<file path="config.mk">
export PLATFORM = sky130hd
export DESIGN_NAME = mws_ram
export DESIGN_NICKNAME = d
export VERILOG_FILES = /design/src/sv/mws_ram.sv
export SDC_FILE = /design/constraint.sdc
export NUM_CORES = 2
export LEC_CHECK = 0
export ABC_AREA = 1
export BUFFER_PORTS_ARGS = -buffer_cell sky130_fd_sc_hd__clkbuf_2
export CAP_MARGIN = 20
export CORE_ASPECT_RATIO = 1.25
export CORE_MARGIN = 2
export CORE_UTILIZATION = 40
export CTS_CLUSTER_SIZE = 16
export DETAILED_ROUTE_END_ITERATION = 6
export HOLD_SLACK_MARGIN = 0.03
export PLACE_DENSITY_LB_ADDON = 0.1
export REMOVE_ABC_BUFFERS = 1
export SYNTH_ARGS = -nofsm -noshare
export SYNTH_HDL_FRONTEND = slang
export SYNTH_SLANG_ARGS = --single-unit
</file>
<file path="constraint.sdc">
create_clock -name clk -period 4.2 [get_ports clk]
set_input_delay 0.21 -clock clk [delete_from_list [all_inputs] [get_ports clk]]
set_output_delay 0.21 -clock clk [all_outputs]
set_load 0.02 [all_outputs]
</file>
<file path="src/sv/mws_ram.sv">
// Single-port-write, single-port-read synchronous RAM with registered read data.
`default_nettype none
module mws_ram #(
  parameter int unsigned WIDTH = 64,
  parameter int unsigned DEPTH = 32,
  localparam int unsigned AW = (DEPTH > 1) ? $clog2(DEPTH) : 1
) (
  input  wire logic             clk,
  input  wire logic             we,
  input  wire logic [AW-1:0]    waddr,
  input  wire logic [WIDTH-1:0] wdata,
  input  wire logic             re,
  input  wire logic [AW-1:0]    raddr,
  output logic      [WIDTH-1:0] rdata
);

  logic [WIDTH-1:0] mem [DEPTH];

  always_ff @(posedge clk) begin
    if (we) begin
      mem[waddr] <= wdata;
    end
  end

  always_ff @(posedge clk) begin
    if (re) begin
      rdata <= mem[raddr];
    end
  end

endmodule
`default_nettype wire

</file>
* After elaboration in Yosys (flattened, before gate mapping)
Memory sizes are Yosys's and may differ from the RTL's. A register that Yosys moved wholly into a read port is not among the register bits.
Cells that the tools add are included.
** Storage, ports and cells
- Output and inout bits :: 64
- Flip-flop bits (word level) :: 0
- Memories kept :: 1
- RAM bits :: 2048
- Input port bits :: 77
** Memory list
- mem :: words 32, bits a word 64, read ports 1, clocked after memory_dff 1, wr ports 1, RTL line 17 : logic [WIDTH-1:0] mem [DEPTH];
** Cells by class
- Mux-type cells :: 2
** Operators with widths (count)
- 2-to-1 mux 1 bit :: 2

* Longest topological paths before layout
- Depth in word-level cells :: 2
- Mapped depth :: 12
- Depth with buffers taken out :: 9

* Worst setup path after synthesis
No wires, ideal clock.
- Path kind :: in2reg
- From :: input port waddr[0]
- To :: memory mem[8][0], enable pin
- Path slack :: 526 ps
- Setup time :: 486 ps
- Path buffers :: 0
- Required time :: 3714 ps
- Stages on the path :: 3
- Data arrival time :: 3187 ps
- Path through :: inv_1 -> nand3_1 -> nor2_1
** RTL lines
- start: declaration :: RTL line 10 : input wire logic [AW-1:0] waddr,
- end: declaration :: RTL line 17
Straight into the memory's write port.

* Final worst setup path
- From :: input port waddr[0]
- To :: memory mem[8][48], enable pin
Straight into the memory's write port.

==> flow_summary.yaml <==
sta:
  relSlewSlack: 0.263
  tns_ns: 0
  fmax_mhz: 528
  final.setup_skew_ns: 0.0362
  worstMarginPinSlew_ns: 1.10
  finalCriticalPeriod_ns: 1.89
  post-route-period-util: 0.451
  finalHoldViolCount: 0
  timing.final.ws_setup_ns: 2.31
  whs_ns: 0.120
  setup_viol: 0
  rsz0062_at_grt: "no"
  drv_slew: 0
setup_path:
  crit_family: "simple AND/OR/NAND/NOR gates"
  slowest_delay_ns: 1.04
  cp-end-kind: "flip-flop"
  crit_slowest_cell: "nor2_4"
  crit_required_ns: 4.72
  cp_cell_sequence: "clkbuf_2 -> inv_1 -> nand3_1 -> nor2_4 -> buf_12"
  crit_arrival_ns: 2.41
  critPathMaxFanout: 19
  startpoint_type: "input pin"
  crit_buf_inv: 3
  setup.worst_path.class: "input pin to flip-flop"
finish:
  stdcell_count: 9792
  utilization: 0.455
  layout-drive-gt1-share: 0.0830
  mostFrequentLayoutCells: "nand2_1, edfxtp_1, nand3_1"
  layout_commonest_cell: "nand2_1"
  layout.nets: 6957
  post-route-cell-area_um2: 94600
  area_delta_synth_final_pct: 13.2
placement:
  dp_hpwl_um: 113000
  place_area_um2: 87700
  dp_cells: 9346
  pre_cts_slack_ns: 1.44
  port_buffers: 140
  place_congestion: 0.741
synth:
  synth_top_family_by_area: "simple AND/OR/NAND/NOR gates"
  synth_cells: 6768
  syn_area_per_cell_um2: 12.4
  synth.top_cell.area_share: 0.758
  ys_types: 12
  yosys.area_share.simple: 0.216
  synth_xor_area_frac: 0
  yosysWarnings: 0
  synth-adder-area-share: 0
  synth_area_um2: 83600
  synth_compound_area_frac: 0
  synth_mux_area_frac: 0
  ys_seq_area_frac: 0.758
  ys_ff_latch: 2112
  yosys.area.top_type: "edfxtp_1"
  synth_area_leaders: "edfxtp_1, nand3_1, nand2_1"
job:
  cap_violations: 0
drt:
  via_per_inst: 5.44
  num_vias: 53249
  drt_iter0_drc: 5227
  ant_nets: 0
  wire_per_inst_um: 25.5
  drc: 0
  totalWireLength_um: 250000
  first_pass_iters: 5
floorplan:
  core_area_um2: 208000
  initial_core_util: 0.403
  dieWidth_um: 413
  chipHeight_um: 515
  io_pins: 141
  die_area_um2: 213000
  num_rows: 187
grt:
  track_usage: 0.234
  grt_first_pass_wirelength_um: 361000
  grt_max_degree: 171
  antenna_found_initial: 14
  grt_pass1_vias: 51621
  gr-total-overflow: 0
clocking:
  cts_tree: "built"
  htreeDepth: 4
  path_clk_slew_ns: 0.06
  cts_buffers: 208
  cts_sinks: 2112
  cts_setup_buffers: 0
  clk_path_buf_depth: 3
  root_buffer: "clkbuf_16"
  ctsResizeCount: 0
  clock_latency_ns: 0.84
power_and_ir_drop:
  report.power.total_mw: 43.9
  power_density_nw_per_um2: 464
  peakVddDrop_mv: 0.437
  leakagePower_nw: 33.3
worst_hold_path:
  hp-class: "input pin to flip-flop"
run_status:
  status: "finished clean"
[path summary, 6_finish.rpt]
check | slack [ns] | start | to | cells past startpoint
setup / recovery | 2.31 | waddr[0] | mem[8][48]$_DFFE_PP_ | 5
hold / removal | 0.12 | wdata[37] | mem[27][37]$_DFFE_PP_ | 1
setup reg to reg | 2.77 | mem[15][31]$_DFFE_PP_ | rdata[31]$_DFFE_PP_ | 6
hold reg to reg | 0.77 | mem[16][52]$_DFFE_PP_ | rdata[52]$_DFFE_PP_ | 6
[logic make-up (layout without fill, tap and decap cells)]
logic type	Yosys count	in the layout
simple gates	4208	4208
flops	2112	2112
buf+inv	448	729
other cells	0	3
[timing repair]
action / in CTS / in global routing
setup endpoints to repair: 0 / 0
hold buffers: 64 / 0
endpoints found under the hold margin: 1960 / 0
[power by group]
group / total (mW) / internal, mW / switching (mW)
registers: 23.6 / 23.5 / 0.101
clock network: 17.6 / 9.68 / 7.95
logic: 2.66 / 0.686 / 1.98
total: 43.9 / 33.9 / 10.0
[registers in the layout, indices dropped and copies added, names as in the netlist]
register / flops
mem: 2048
rdata: 64
[worst register-to-register path, stage by stage, from the launching register on]
cell and delay (ns):
edfxtp_1 0.36, nand2_1 0.08, nand3_1 0.08, nand3_1 0.13
nand3_1 0.16, nand3_1 0.27, nand2_1 0.11
[cell usage after synthesis]
cell type and instances:
clkbuf_1 82, nand3_1 1800, buf_1 49, nand2_1 2376
buf_4 28, buf_2 275, edfxtp_1 2112, inv_1 7
nor2_1 32, buf_6 4, inv_4 1, inv_2 2
[routing by layer]
layer / GRT usage / part of all wire
met5: 0 / 0.00030
met4: 0.0561 / 0.021
met3: 0.0348 / 0.056
met1: 0.324 / 0.44
met2: 0.387 / 0.48
[cell type report]
| class | instances | area (um2) |
|---|---|---|
| sequential | 2112 | 63400 |
| multi-input combinational | 4208 | 18300 |
| fill | 18833 | 113000 |
| tap | 2740 | 3430 |
| antenna | 3 | 7.51 |
| timing repair buffer | 340 | 3120 |
| clock inverter | 114 | 806 |
| clock buffer | 265 | 5480 |
| inverter | 10 | 78.8 |
(Power assumes the default switching activity.)
